**config.mk**
```make
export PLATFORM = sky130hd
export DESIGN_NAME = semver_string_parser_top
export DESIGN_NICKNAME = d
export VERILOG_FILES = /design/src/rtl/ssp_pkg.sv /design/src/rtl/semver_string_parser_top.sv
export VERILOG_INCLUDE_DIRS = /design/src /design/src/rtl
export SDC_FILE = /design/constraint.sdc
export NUM_CORES = 1
export LEC_CHECK = 0
export ABC_AREA = 1
export CAP_MARGIN = 20
export CELL_PAD_IN_SITES_DETAIL_PLACEMENT = 0
export CELL_PAD_IN_SITES_GLOBAL_PLACEMENT = 1
export CORE_UTILIZATION = 52
export DETAILED_ROUTE_END_ITERATION = 8
export DONT_BUFFER_PORTS = 1
export GPL_TIMING_DRIVEN = 1
export PLACE_DENSITY = 0.84
export SKIP_CTS_REPAIR_TIMING = 1
export SLEW_MARGIN = 20
export SYNTH_ARGS = -nofsm -noshare
export SYNTH_HDL_FRONTEND = slang
export SYNTH_SLANG_ARGS = --single-unit
```
**constraint.sdc**
```tcl
create_clock -name clk -period 16.7 [get_ports clk]
set_input_delay 0.835 -clock clk [delete_from_list [all_inputs] [get_ports clk]]
set_output_delay 0.835 -clock clk [all_outputs]
set_load 0.03 [all_outputs]
```
**src/rtl/semver_string_parser_top_macros.svh**
```systemverilog
// Assertion macros used by the semantic version parser RTL.
`ifndef SEMVER_STRING_PARSER_TOP_MACROS_SVH
`define SEMVER_STRING_PARSER_TOP_MACROS_SVH

// Same-cycle implication, checked at every rising edge outside reset.
`define SSP_ASSERT_NOW(label, ante, cons, msg) \
	label: assert property (@(posedge clk) disable iff (!arst_n) (ante) |-> (cons)) \
		else $error(msg);

// Next-cycle implication, checked at every rising edge outside reset.
`define SSP_ASSERT_NEXT(label, ante, cons, msg) \
	label: assert property (@(posedge clk) disable iff (!arst_n) (ante) |=> (cons)) \
		else $error(msg);

`endif

```
**src/rtl/ssp_pkg.sv**
```systemverilog
// Shared constants and types for the semantic version string parser.
package ssp_pkg;

	localparam int MAX_LENGTH_DEF   = 256;
	localparam int NUMBER_WIDTH_DEF = 32;

	localparam logic [7:0] CH_DOT   = 8'h2E;
	localparam logic [7:0] CH_MINUS = 8'h2D;
	localparam logic [7:0] CH_PLUS  = 8'h2B;
	localparam logic [7:0] CH_ZERO  = 8'h30;
	localparam logic [7:0] CH_NINE  = 8'h39;
	localparam logic [7:0] CH_LO_A  = 8'h61;
	localparam logic [7:0] CH_LO_Z  = 8'h7A;
	localparam logic [7:0] CH_UP_A  = 8'h41;
	localparam logic [7:0] CH_UP_Z  = 8'h5A;

	// Bit positions in the identifier flags.
	localparam int PF_EMPTY    = 0;
	localparam int PF_ZERO     = 1;
	localparam int PF_MULTI    = 2;
	localparam int PF_NONDIGIT = 3;

	typedef enum logic [2:0] {
		ERR_NONE  = 3'd0,
		ERR_CORE  = 3'd1,
		ERR_DOT   = 3'd2,
		ERR_PRE   = 3'd3,
		ERR_BUILD = 3'd4,
		ERR_SIZE  = 3'd5
	} error_kind_t;

	typedef struct packed {
		logic [7:0]  build_len;
		logic [7:0]  build_offset;
		logic        has_build;
		logic [7:0]  pre_rel_len;
		logic [7:0]  pre_release_offset;
		logic        has_pre_release;
		logic [31:0] patch_value;
		logic [31:0] minor_value;
		logic [31:0] major_value;
		error_kind_t error_kind;
		logic        valid_res;
	} result_t;

endpackage

```
**src/rtl/semver_string_parser_top.sv**
```systemverilog
// Streaming semantic version 2.0 string parser, one character per request.
//
//  Channel | Signals                          | Contents
//  --------+----------------------------------+----------------------------------------
//  input   | s_tvalid s_tready s_tdata s_tlast | one character, tlast on the final one
//  output  | m_tvalid m_tready m_tdata         | one parse result per string
//
// The parser takes one character every cycle while input is not stalled. Each character
// is first held in an input register; from there the character check and the
// multiply-by-ten accumulate update the parser state, and on the final character the
// result register is loaded and a result is offered as its last character moves on.
// Reset clears the parser to the start of a new string, with no result pending.
// Input stalls only while a final character waits in the input register and the
// previous result has not yet been taken; other characters flow past a waiting result.
`include "semver_string_parser_top_macros.svh"

module semver_string_parser_top #(
	parameter int MAX_LENGTH   = ssp_pkg::MAX_LENGTH_DEF,
	parameter int NUMBER_WIDTH = ssp_pkg::NUMBER_WIDTH_DEF
) (
	input  logic         clk,
	input  logic         arst_n,
	input  logic         s_tvalid,
	output logic         s_tready,
	input  logic [7:0]   s_tdata,   // [7:0] character
	input  logic         s_tlast,   // marks the final character of the string
	output logic         m_tvalid,
	input  logic         m_tready,
	// From bit 0 up: valid_res, error_kind[2:0], major_value[31:0], minor_value[31:0],
	// patch_value[31:0], has_pre_release, pre_release_offset[7:0],
	// pre_rel_len[7:0], has_build, build_offset[7:0], build_len[7:0],
	// two zero bits of padding.
	output logic [135:0] m_tdata
);

	// The position counter saturates one past the length limit.
	localparam int PW = $clog2(MAX_LENGTH + 2);
	localparam int NW = NUMBER_WIDTH;
	localparam logic [PW-1:0] MAX_POS = PW'(MAX_LENGTH);

	typedef enum logic [2:0] {
		PH_MAJOR,
		PH_MINOR,
		PH_PATCH,
		PH_PRE,
		PH_BUILD
	} phase_t;

	// Input register.
	logic       vld_s1;
	logic [7:0] char_s1;
	logic       last_s1;

	// Parser state.
	phase_t               phase_q;
	logic [NW-1:0]        major_q, minor_q, patch_q;
	logic                 digit_seen_q;
	logic [3:0]           flags_q;
	logic [PW-1:0]        pos_q;
	logic [7:0]           pre_start_q, build_start_q;
	logic                 pre_has_q, build_has_q;
	ssp_pkg::error_kind_t err_q;

	// Next state for the character in the input register.
	phase_t               phase_nxt;
	logic [NW-1:0]        major_nxt, minor_nxt, patch_nxt;
	logic                 digit_seen_nxt;
	logic [3:0]           flags_nxt;
	logic [PW-1:0]        pos_nxt;
	logic [7:0]           pre_start_nxt, build_start_nxt;
	logic                 pre_has_nxt, build_has_nxt;
	ssp_pkg::error_kind_t err_nxt, err_fin;

	logic                 char_num, is_ident;
	logic [NW-1:0]        cur_acc;
	logic [NW+3:0]        acc_ext;
	logic                 acc_ovf;
	logic                 ok;
	logic [7:0]           pos8;
	ssp_pkg::result_t     res_nxt, res_q;

	logic stall_s1, adv_s1;

	// An identifier may not be empty, and a numeric one longer than a digit may
	// not open with a zero.
	function automatic logic part_ok(input logic [3:0] f);
		part_ok = !f[ssp_pkg::PF_EMPTY] &&
			!(f[ssp_pkg::PF_ZERO] && f[ssp_pkg::PF_MULTI] && !f[ssp_pkg::PF_NONDIGIT]);
	endfunction

	// A final character cannot move on while the previous result is still waiting.
	assign stall_s1 = vld_s1 && last_s1 && m_tvalid && !m_tready;
	assign adv_s1   = vld_s1 && !stall_s1;
	assign s_tready = !stall_s1;

	always_comb begin
		char_num = (char_s1 >= ssp_pkg::CH_ZERO) && (char_s1 <= ssp_pkg::CH_NINE);
		is_ident = char_num || (char_s1 == ssp_pkg::CH_MINUS) ||
			((char_s1 >= ssp_pkg::CH_LO_A) && (char_s1 <= ssp_pkg::CH_LO_Z)) ||
			((char_s1 >= ssp_pkg::CH_UP_A) && (char_s1 <= ssp_pkg::CH_UP_Z));

		case (phase_q)
			PH_MAJOR: cur_acc = major_q;
			PH_MINOR: cur_acc = minor_q;
			default:  cur_acc = patch_q;
		endcase
		// acc * 10 + digit, with four guard bits to catch overflow.
		acc_ext = {1'b0, cur_acc, 3'b000} + {3'b000, cur_acc, 1'b0} +
			(NW+4)'(char_s1[3:0]);
		acc_ovf = |acc_ext[NW+3:NW];

		phase_nxt       = phase_q;
		major_nxt       = major_q;
		minor_nxt       = minor_q;
		patch_nxt       = patch_q;
		digit_seen_nxt  = digit_seen_q;
		flags_nxt       = flags_q;
		pre_start_nxt   = pre_start_q;
		build_start_nxt = build_start_q;
		pre_has_nxt     = pre_has_q;
		build_has_nxt   = build_has_q;
		err_nxt         = err_q;

		if (err_q == ssp_pkg::ERR_NONE) begin
			if (pos_q >= MAX_POS) begin
				err_nxt = ssp_pkg::ERR_SIZE;
			end else begin
				case (phase_q)
					PH_MAJOR, PH_MINOR, PH_PATCH: begin
						if (char_num) begin
							if (digit_seen_q && (cur_acc == '0)) begin
								err_nxt = ssp_pkg::ERR_CORE;
							end else if (acc_ovf) begin
								err_nxt = ssp_pkg::ERR_SIZE;
							end else begin
								digit_seen_nxt = 1'b1;
								case (phase_q)
									PH_MAJOR: major_nxt = acc_ext[NW-1:0];
									PH_MINOR: minor_nxt = acc_ext[NW-1:0];
									default:  patch_nxt = acc_ext[NW-1:0];
								endcase
							end
						end else if ((phase_q != PH_PATCH) && (char_s1 == ssp_pkg::CH_DOT) &&
								digit_seen_q) begin
							phase_nxt      = (phase_q == PH_MAJOR) ? PH_MINOR : PH_PATCH;
							digit_seen_nxt = 1'b0;
						end else if ((phase_q == PH_PATCH) && digit_seen_q &&
								(char_s1 == ssp_pkg::CH_MINUS)) begin
							phase_nxt     = PH_PRE;
							pre_start_nxt = 8'(pos_q) + 8'd1;
							pre_has_nxt   = 1'b1;
							flags_nxt     = 4'b0001 << ssp_pkg::PF_EMPTY;
						end else if ((phase_q == PH_PATCH) && digit_seen_q &&
								(char_s1 == ssp_pkg::CH_PLUS)) begin
							phase_nxt       = PH_BUILD;
							build_start_nxt = 8'(pos_q) + 8'd1;
							build_has_nxt   = 1'b1;
							flags_nxt       = 4'b0001 << ssp_pkg::PF_EMPTY;
						end else begin
							err_nxt = ssp_pkg::ERR_CORE;
						end
					end
					PH_PRE: begin
						if ((char_s1 == ssp_pkg::CH_DOT) || (char_s1 == ssp_pkg::CH_PLUS)) begin
							if (!part_ok(flags_q)) begin
								err_nxt = ssp_pkg::ERR_PRE;
							end else if (char_s1 == ssp_pkg::CH_DOT) begin
								flags_nxt = 4'b0001 << ssp_pkg::PF_EMPTY;
							end else begin
								phase_nxt       = PH_BUILD;
								build_start_nxt = 8'(pos_q) + 8'd1;
								build_has_nxt   = 1'b1;
								flags_nxt       = 4'b0001 << ssp_pkg::PF_EMPTY;
							end
						end else if (is_ident) begin
							if (flags_q[ssp_pkg::PF_EMPTY]) begin
								flags_nxt = '0;
								flags_nxt[ssp_pkg::PF_ZERO] = (char_s1 == ssp_pkg::CH_ZERO);
							end else begin
								flags_nxt[ssp_pkg::PF_MULTI] = 1'b1;
							end
							if (!char_num) begin
								flags_nxt[ssp_pkg::PF_NONDIGIT] = 1'b1;
							end
						end else begin
							err_nxt = ssp_pkg::ERR_PRE;
						end
					end
					PH_BUILD: begin
						if (char_s1 == ssp_pkg::CH_DOT) begin
							if (flags_q[ssp_pkg::PF_EMPTY]) begin
								err_nxt = ssp_pkg::ERR_BUILD;
							end else begin
								flags_nxt = 4'b0001 << ssp_pkg::PF_EMPTY;
							end
						end else if (is_ident) begin
							flags_nxt = '0;
						end else begin
							err_nxt = ssp_pkg::ERR_BUILD;
						end
					end
					default: begin
						err_nxt = ssp_pkg::ERR_CORE;
					end
				endcase
			end
		end

		pos_nxt = (pos_q <= MAX_POS) ? pos_q + PW'(1) : pos_q;

		// Checks that only apply once the string has ended.
		err_fin = err_nxt;
		if (err_nxt == ssp_pkg::ERR_NONE) begin
			case (phase_nxt)
				PH_MAJOR, PH_MINOR: err_fin = ssp_pkg::ERR_DOT;
				PH_PATCH: begin
					if (!digit_seen_nxt) begin
						err_fin = ssp_pkg::ERR_CORE;
					end
				end
				PH_PRE: begin
					if (!part_ok(flags_nxt)) begin
						err_fin = ssp_pkg::ERR_PRE;
					end
				end
				default: begin
					if (flags_nxt[ssp_pkg::PF_EMPTY]) begin
						err_fin = ssp_pkg::ERR_BUILD;
					end
				end
			endcase
		end

		ok   = (err_fin == ssp_pkg::ERR_NONE);
		pos8 = 8'(pos_nxt);

		res_nxt                    = '0;
		res_nxt.valid_res          = ok;
		res_nxt.error_kind         = err_fin;
		if (ok) begin
			res_nxt.major_value = 32'(major_nxt);
			res_nxt.minor_value = 32'(minor_nxt);
			res_nxt.patch_value = 32'(patch_nxt);
			if (pre_has_nxt) begin
				res_nxt.has_pre_release    = 1'b1;
				res_nxt.pre_release_offset = pre_start_nxt;
				res_nxt.pre_rel_len        = build_has_nxt ?
					(build_start_nxt - 8'd1 - pre_start_nxt) : (pos8 - pre_start_nxt);
			end
			if (build_has_nxt) begin
				res_nxt.has_build    = 1'b1;
				res_nxt.build_offset = build_start_nxt;
				res_nxt.build_len    = pos8 - build_start_nxt;
			end
		end
	end

	// Payload registers.
	always_ff @(posedge clk) begin
		if (s_tvalid && s_tready) begin
			char_s1 <= s_tdata;
			last_s1 <= s_tlast;
		end
		if (adv_s1 && last_s1) begin
			res_q <= res_nxt;
		end
	end

	// Parser state and the output valid flag.
	always_ff @(posedge clk or negedge arst_n) begin
		if (!arst_n) begin
			vld_s1        <= 1'b0;
			m_tvalid      <= 1'b0;
			phase_q       <= PH_MAJOR;
			major_q       <= '0;
			minor_q       <= '0;
			patch_q       <= '0;
			digit_seen_q  <= 1'b0;
			flags_q       <= 4'b0001 << ssp_pkg::PF_EMPTY;
			pos_q         <= '0;
			pre_start_q   <= '0;
			build_start_q <= '0;
			pre_has_q     <= 1'b0;
			build_has_q   <= 1'b0;
			err_q         <= ssp_pkg::ERR_NONE;
		end else begin
			if (s_tready) begin
				vld_s1 <= s_tvalid;
			end
			if (adv_s1 && last_s1) begin
				m_tvalid <= 1'b1;
			end else if (m_tready) begin
				m_tvalid <= 1'b0;
			end
			if (adv_s1) begin
				if (last_s1) begin
					// The string is done: start over for the next one.
					phase_q       <= PH_MAJOR;
					major_q       <= '0;
					minor_q       <= '0;
					patch_q       <= '0;
					digit_seen_q  <= 1'b0;
					flags_q       <= 4'b0001 << ssp_pkg::PF_EMPTY;
					pos_q         <= '0;
					pre_start_q   <= '0;
					build_start_q <= '0;
					pre_has_q     <= 1'b0;
					build_has_q   <= 1'b0;
					err_q         <= ssp_pkg::ERR_NONE;
				end else begin
					phase_q       <= phase_nxt;
					major_q       <= major_nxt;
					minor_q       <= minor_nxt;
					patch_q       <= patch_nxt;
					digit_seen_q  <= digit_seen_nxt;
					flags_q       <= flags_nxt;
					pos_q         <= pos_nxt;
					pre_start_q   <= pre_start_nxt;
					build_start_q <= build_start_nxt;
					pre_has_q     <= pre_has_nxt;
					build_has_q   <= build_has_nxt;
					err_q         <= err_nxt;
				end
			end
		end
	end

	assign m_tdata = {2'b00, res_q};

	// A result is valid exactly when it carries no error kind.
	`SSP_ASSERT_NOW(a_valid_matches_error, m_tvalid,
		m_tdata[0] == (m_tdata[3:1] == ssp_pkg::ERR_NONE), "valid_res disagrees with error_kind")

	// A failed parse reports no numbers and no optional parts.
	`SSP_ASSERT_NOW(a_invalid_is_clear, m_tvalid && !m_tdata[0],
		m_tdata[133:4] == '0, "invalid result carries nonzero fields")

	// A final character stuck behind a waiting result blocks further input.
	`SSP_ASSERT_NOW(a_last_blocks_input, vld_s1 && last_s1 && m_tvalid && !m_tready,
		!s_tready, "input accepted while final character is stalled")

	// Each finished string returns the parser to the start of the major field.
	`SSP_ASSERT_NEXT(a_restart_after_last, adv_s1 && last_s1,
		(phase_q == PH_MAJOR) && (pos_q == '0) && (err_q == ssp_pkg::ERR_NONE) && m_tvalid,
		"parser did not restart after a final character")

endmodule

```
# Yosys cells after proc, flatten, opt, wreduce, memory -nomap -nowiden
# Index checks and enable logic that the tools add are counted.
# Widths: inputs -> output; s select.
# totals
ff_bits,279
in_bits,13
output_inout_bits,138
word_cells,231
# classes
add_sub_neg,8
order_cmp,8
eq_ne,12
mux,127
n_reduce_logical,48
# ops
cell,count
$mux 32,24
$mux 8,18
$mux 3,29
$pmux 32 s2,1
$mux 4,13
$add 35x33->36,1
$add 36x4->36,1
$eq 8x6->1 const B,4
$logic_not 32->1,1
$mux 1,32
$sub 8x8->8,3
$logic_and 1x1->1,21
$mux 9,2
$pmux 3 s3,2
$ge 8x7->1 const B,2
$le 8x7->1 const B,2
$pmux 8 s2,1
$logic_not 3->1,5
$eq 3x2->1 const B,4
$pmux 4 s3,1
$add 9x1->9 const B,1
$ge 9x9->1 const B,1
$le 9x9->1 const B,1
$add 8x1->8 const B,1
16 further kinds,32

# Depth between registers and ports, before layout
# depth
word_depth,19
mapped_depth,36
mapped_depth_nobuf,34

# Worst setup path after synthesis
# OpenSTA, ideal clock, no wires.
# synth_timing
path_type,input to register
from,in m_tready
to,reg phase_q[2]
setup_time_ps,126
arrival_time_ps,7871
required_ps,16574
slack_ps,8703
cell_stages,9
path_buffers,0
path_cell_list,nor2_1 inv_1 nor3_1 nor2_1 inv_1 nor2_1 inv_1 o211ai_1 inv_1
# synth_between
elab_chain_cells,4
# synth_rtl
element,line,text
from (decl),semver_string_parser_top.sv:28,"input logic m_tready,"
$logic_not 1->1,semver_string_parser_top.sv:92,assign stall_s1 = vld_s1 && last_s1 && m_tvalid && !m_tready;
$logic_and 1x1->1,semver_string_parser_top.sv:92,
$logic_not 1->1,semver_string_parser_top.sv:93,assign adv_s1 = vld_s1 && !stall_s1;
$logic_and 1x1->1,semver_string_parser_top.sv:93,
to (signal assigned),semver_string_parser_top.sv:311,phase_q <= phase_nxt;
to (decl),semver_string_parser_top.sv:55,phase_t phase_q;
# Every way passes these cells.
# A chain may end at the register's enable or synchronous reset.

# Worst setup path in the final report
# layout_timing
from,reg phase_q[1]
to,"reg res_q, in the netlist m_tdata[69], data pin"
# layout_between
elab_chain_cells,18
word_cells_on_any_way,78
classes_between,add/sub (2); eq/ne (8); mux (47); reduce/logical (21)
# layout_rtl
element,line,text
"parallel branches: the longest is 18 deep, another holds $add 35x33->36",--,
to (signal assigned),semver_string_parser_top.sv:265,res_q <= res_nxt;
to (decl),semver_string_parser_top.sv:80,"ssp_pkg::result_t res_nxt, res_q;"
# Several ways; the timed one is not identified.

==> flow_metrics.tcl <==
set metrics [dict create \
    post_drt_via_cell_ratio 5.59 \
    cell_types_with_the_highest_counts_after_synthesis "sky130_fd_sc_hd__nand2_1, sky130_fd_sc_hd__inv_1, sky130_fd_sc_hd__edfxtp_1" \
    cell_internal_pwr_mw 1.76 \
    ctsLongestPathBuffers 3 \
    critical-path-top-delay-family "simple AND/OR/NAND/NOR gates" \
    synth_top_area_share_pct 25.6 \
    peak_ir_drop_on_the_vdd_network_mv 0.106 \
    fin_crit_sh_pct 40.8 \
    synth_enable_flop_cells 143 \
    place.port_buffers 0 \
    cp_num_cells 32 \
    area_growth_syn_to_fin_pct 8.45 \
    power_mw 3.45 \
    gpl.final_weighted_congestion 0.915 \
    ys_warn_count 0 \
    rsz0062_at_grt "false" \
    post_route_cells_drive_above_1_share_pct 6.84 \
    die_w_um 181 \
    timing.hold.ws_ps 113 \
    via_count_of_the_first_global_routing_pass 13100 \
    synth_seq_cells 279 \
    worst_r2r_path_depth 32 \
    crit_path_top_delay_cell "sky130_fd_sc_hd__nand2_2" \
    netSwitchingPower_mw 1.69 \
    p_sw_share_pct 49.0 \
    setup_total_negative_slack_ps 0 \
    share_seq_of_total_power_pct 23.9 \
    post-synth-top-area-cell "sky130_fd_sc_hd__edfxtp_1" \
    post_synthesis_sequential_area_ratio_pct 46.0 \
    p_leak_nw 8.01 \
    fin_cells 2433 \
    timing.fmax_mhz 147 \
    clock_tree_from_tritoncts "built" \
    rr_startpoint "phase_q[1]" \
    num-nets-final 2110 \
    yosys.cell_count.top_type "sky130_fd_sc_hd__nand2_1" \
    hold_viol 0 \
    post-place-cells 2373 \
    area_inside_the_core_boundary_mm2 0.0316 \
    timing.critical_path.fanout_max 54 \
    path_clk_slew_ps 60 \
    crit_path_start "phase_q[1]" \
    drt_first_pass_iters 5 \
    start_util_pct 52.9 \
    detailed_place.area_mm2 0.0170 \
    timing.reg2reg.setup_slack_ps 9880 \
    placement_rows 65 \
    timing.setup.critical_path_class "reg2reg" \
    post-route-util_pct 57.4 \
    routed_wire_length_per_instance_um 18.0 \
    h-tree-depth 1 \
    drv.max_cap_violation_count 0 \
    synthTopCellsByArea "sky130_fd_sc_hd__edfxtp_1, sky130_fd_sc_hd__dfrtp_1, sky130_fd_sc_hd__nand2_1, sky130_fd_sc_hd__inv_1, sky130_fd_sc_hd__ha_1" \
    worst_path_most_repeated_cell "sky130_fd_sc_hd__nand2_1" \
    critical_path.n_buffers_inverters 6 \
    grt_pass1_wl_mm 69.4 \
    worst_setup_path_start_kind "flip-flop" \
    layout_min_cycle_time_ps 6820 \
    drt.antenna.violating_nets 0 \
    worst_slew_margin_rel_pct 31.8 \
    detailed_place_hpwl_mm 31.3 \
    layout.filler_cells 2897 \
    cts_made_buffers 31 \
    floorplan.die.height_um 181 \
    synthArstFlopShare_pct 48.7 \
    synthesis.area_mm2 0.0167 \
    pin_count 151 \
    synth_cells 2039 \
    maxSlewViolCount 0 \
    clock-sinks 279 \
    grt.total_usage_pct 26.5 \
    min-delay-path-class "in2async" \
    arrival_time_at_the_worst_endpoint_ps 7100 \
    timing.critical_path.to_type "flip-flop" \
    endpoint "m_tdata[69]" \
    grt_antenna_before_repair 0 \
    finClkSkew_ps 16.1 \
    crit_required_ps 16980 \
    die_area_mm2 0.0329 \
    insertion_delay_ps 560 \
    power_density_mw_per_mm2 190 \
    antenna_cells 0 \
    num_vias 13600 \
    globalRouteOverflowTotal 0 \
    run_status "finished, final reports clean" \
    root_buf_cell "sky130_fd_sc_hd__clkbuf_16" \
    first_iter_violations 889 \
    finish.instance_area_mm2 0.0182 \
    crit_reg_reg_endpoint "m_tdata[69]" \
    grt_max_degree 137 \
    tightestPinTransition_ps 1020 \
    critical_path.max_stage_delay_ps 650 \
    share_clk_of_total_power_pct 21.7 \
    pre_cts_ws_ps 9950 \
    timing.final.setup_violations 0 \
    drt_drc_violations_left 0 \
    combinationalPowerShare_pct 54.4 \
    dominant_synthesized_flop_cell "sky130_fd_sc_hd__edfxtp_1" \
    postLayoutSetupSlackWorst_ps 9880 \
    postSynthAreaPerCell_um2 8.21 \
    routed_wirelength_mm 43.7 \
    ys_types 49 \
]
layout make-up:
cell class / instances / area [um^2] / area share, %
sequential: 279 / 7700 / 42.4
clock buffer: 41 / 853 / 4.70
tap: 402 / 503 / 2.77
inverter: 313 / 1180 / 6.48
clock inverter: 17 / 279 / 1.54
timing repair buffer: 17 / 171 / 0.944
multi-input combinational: 1364 / 7480 / 41.2
cells by family (layout without fill, tap and decap cells):
group / Yosys count / count (layout) / synth area share, %
AND/OR/NAND/NOR: 883 / 883 / 23.3
buffers and inverters: 397 / 388 / 9.65
AO/OA/AOI/OAI: 340 / 340 / 11.4
flip-flops: 279 / 279 / 46.0
adder cells (fa/ha/maj): 91 / 91 / 7.02
XOR/XNOR: 45 / 45 / 2.35
multiplexers: 3 / 3 / 0.187
other: 1 / 2 / 0.0224
power by group through the flow:
stage | clock network [mW] | registers [mW] | logic (mW)
final | 0.747 | 0.823 | 1.88
after global routing | 0.782 | 0.827 | 2.10
after global placement | 0 | 0.836 | 1.86
after detailed placement | 0 | 0.836 | 1.87
after floorplan | 0 | 0.831 | 1.42
after CTS | 0.760 | 0.823 | 1.88
cells in the final DEF, fill, tap and decap left out, types with 8 or more instances in the layout:
cell type,count
sky130_fd_sc_hd__nand3_1,124
sky130_fd_sc_hd__nor3_1,81
sky130_fd_sc_hd__a21oi_1,48
sky130_fd_sc_hd__inv_2,15
sky130_fd_sc_hd__nor3_2,31
sky130_fd_sc_hd__dfrtp_1,135
sky130_fd_sc_hd__nand4_1,12
sky130_fd_sc_hd__a31oi_1,8
sky130_fd_sc_hd__ha_1,86
sky130_fd_sc_hd__nand2_1,473
sky130_fd_sc_hd__xnor2_1,15
sky130_fd_sc_hd__xor2_1,30
sky130_fd_sc_hd__o22ai_1,115
sky130_fd_sc_hd__inv_1,292
sky130_fd_sc_hd__buf_4,14
sky130_fd_sc_hd__o21ai_1,21
sky130_fd_sc_hd__nor2_1,136
sky130_fd_sc_hd__clkbuf_16,31
sky130_fd_sc_hd__edfxtp_1,143
sky130_fd_sc_hd__o21ai_0,128
sequential cells by signal (all words and copies together) (netlist names), 3 cells and up:
| register | flops |
|---|---|
| pos_q | 9 |
| m_tdata | 134 |
| patch_q | 32 |
| phase_q | 3 |
| pre_start_q | 8 |
| minor_q | 32 |
| build_start_q | 8 |
| flags_q | 4 |
| char_s1 | 8 |
| err_q | 3 |
| major_q | 32 |
layer usage:
layer | vias to the layer above | routed length (um) | global-route usage [%]
met5 | - | 0 | 0
met4 | 0 | 1220 | 8.31
met3 | 66 | 1990 | 3.71
met2 | 346 | 21400 | 46.1
met1 | 6440 | 19100 | 34.1
li1 | 6737 | - | -
how the worst min path moves through the flow:
stage,endpoint,slack (ps)
finish,flags_q[0],110
CTS,pre_start_q[0],-60
global route,flags_q[0],90
detailed placement,pre_start_q[7],470
global placement,pre_start_q[3],460
floorplan,pre_start_q[2],450
Power figures use the tool's default switching activity.
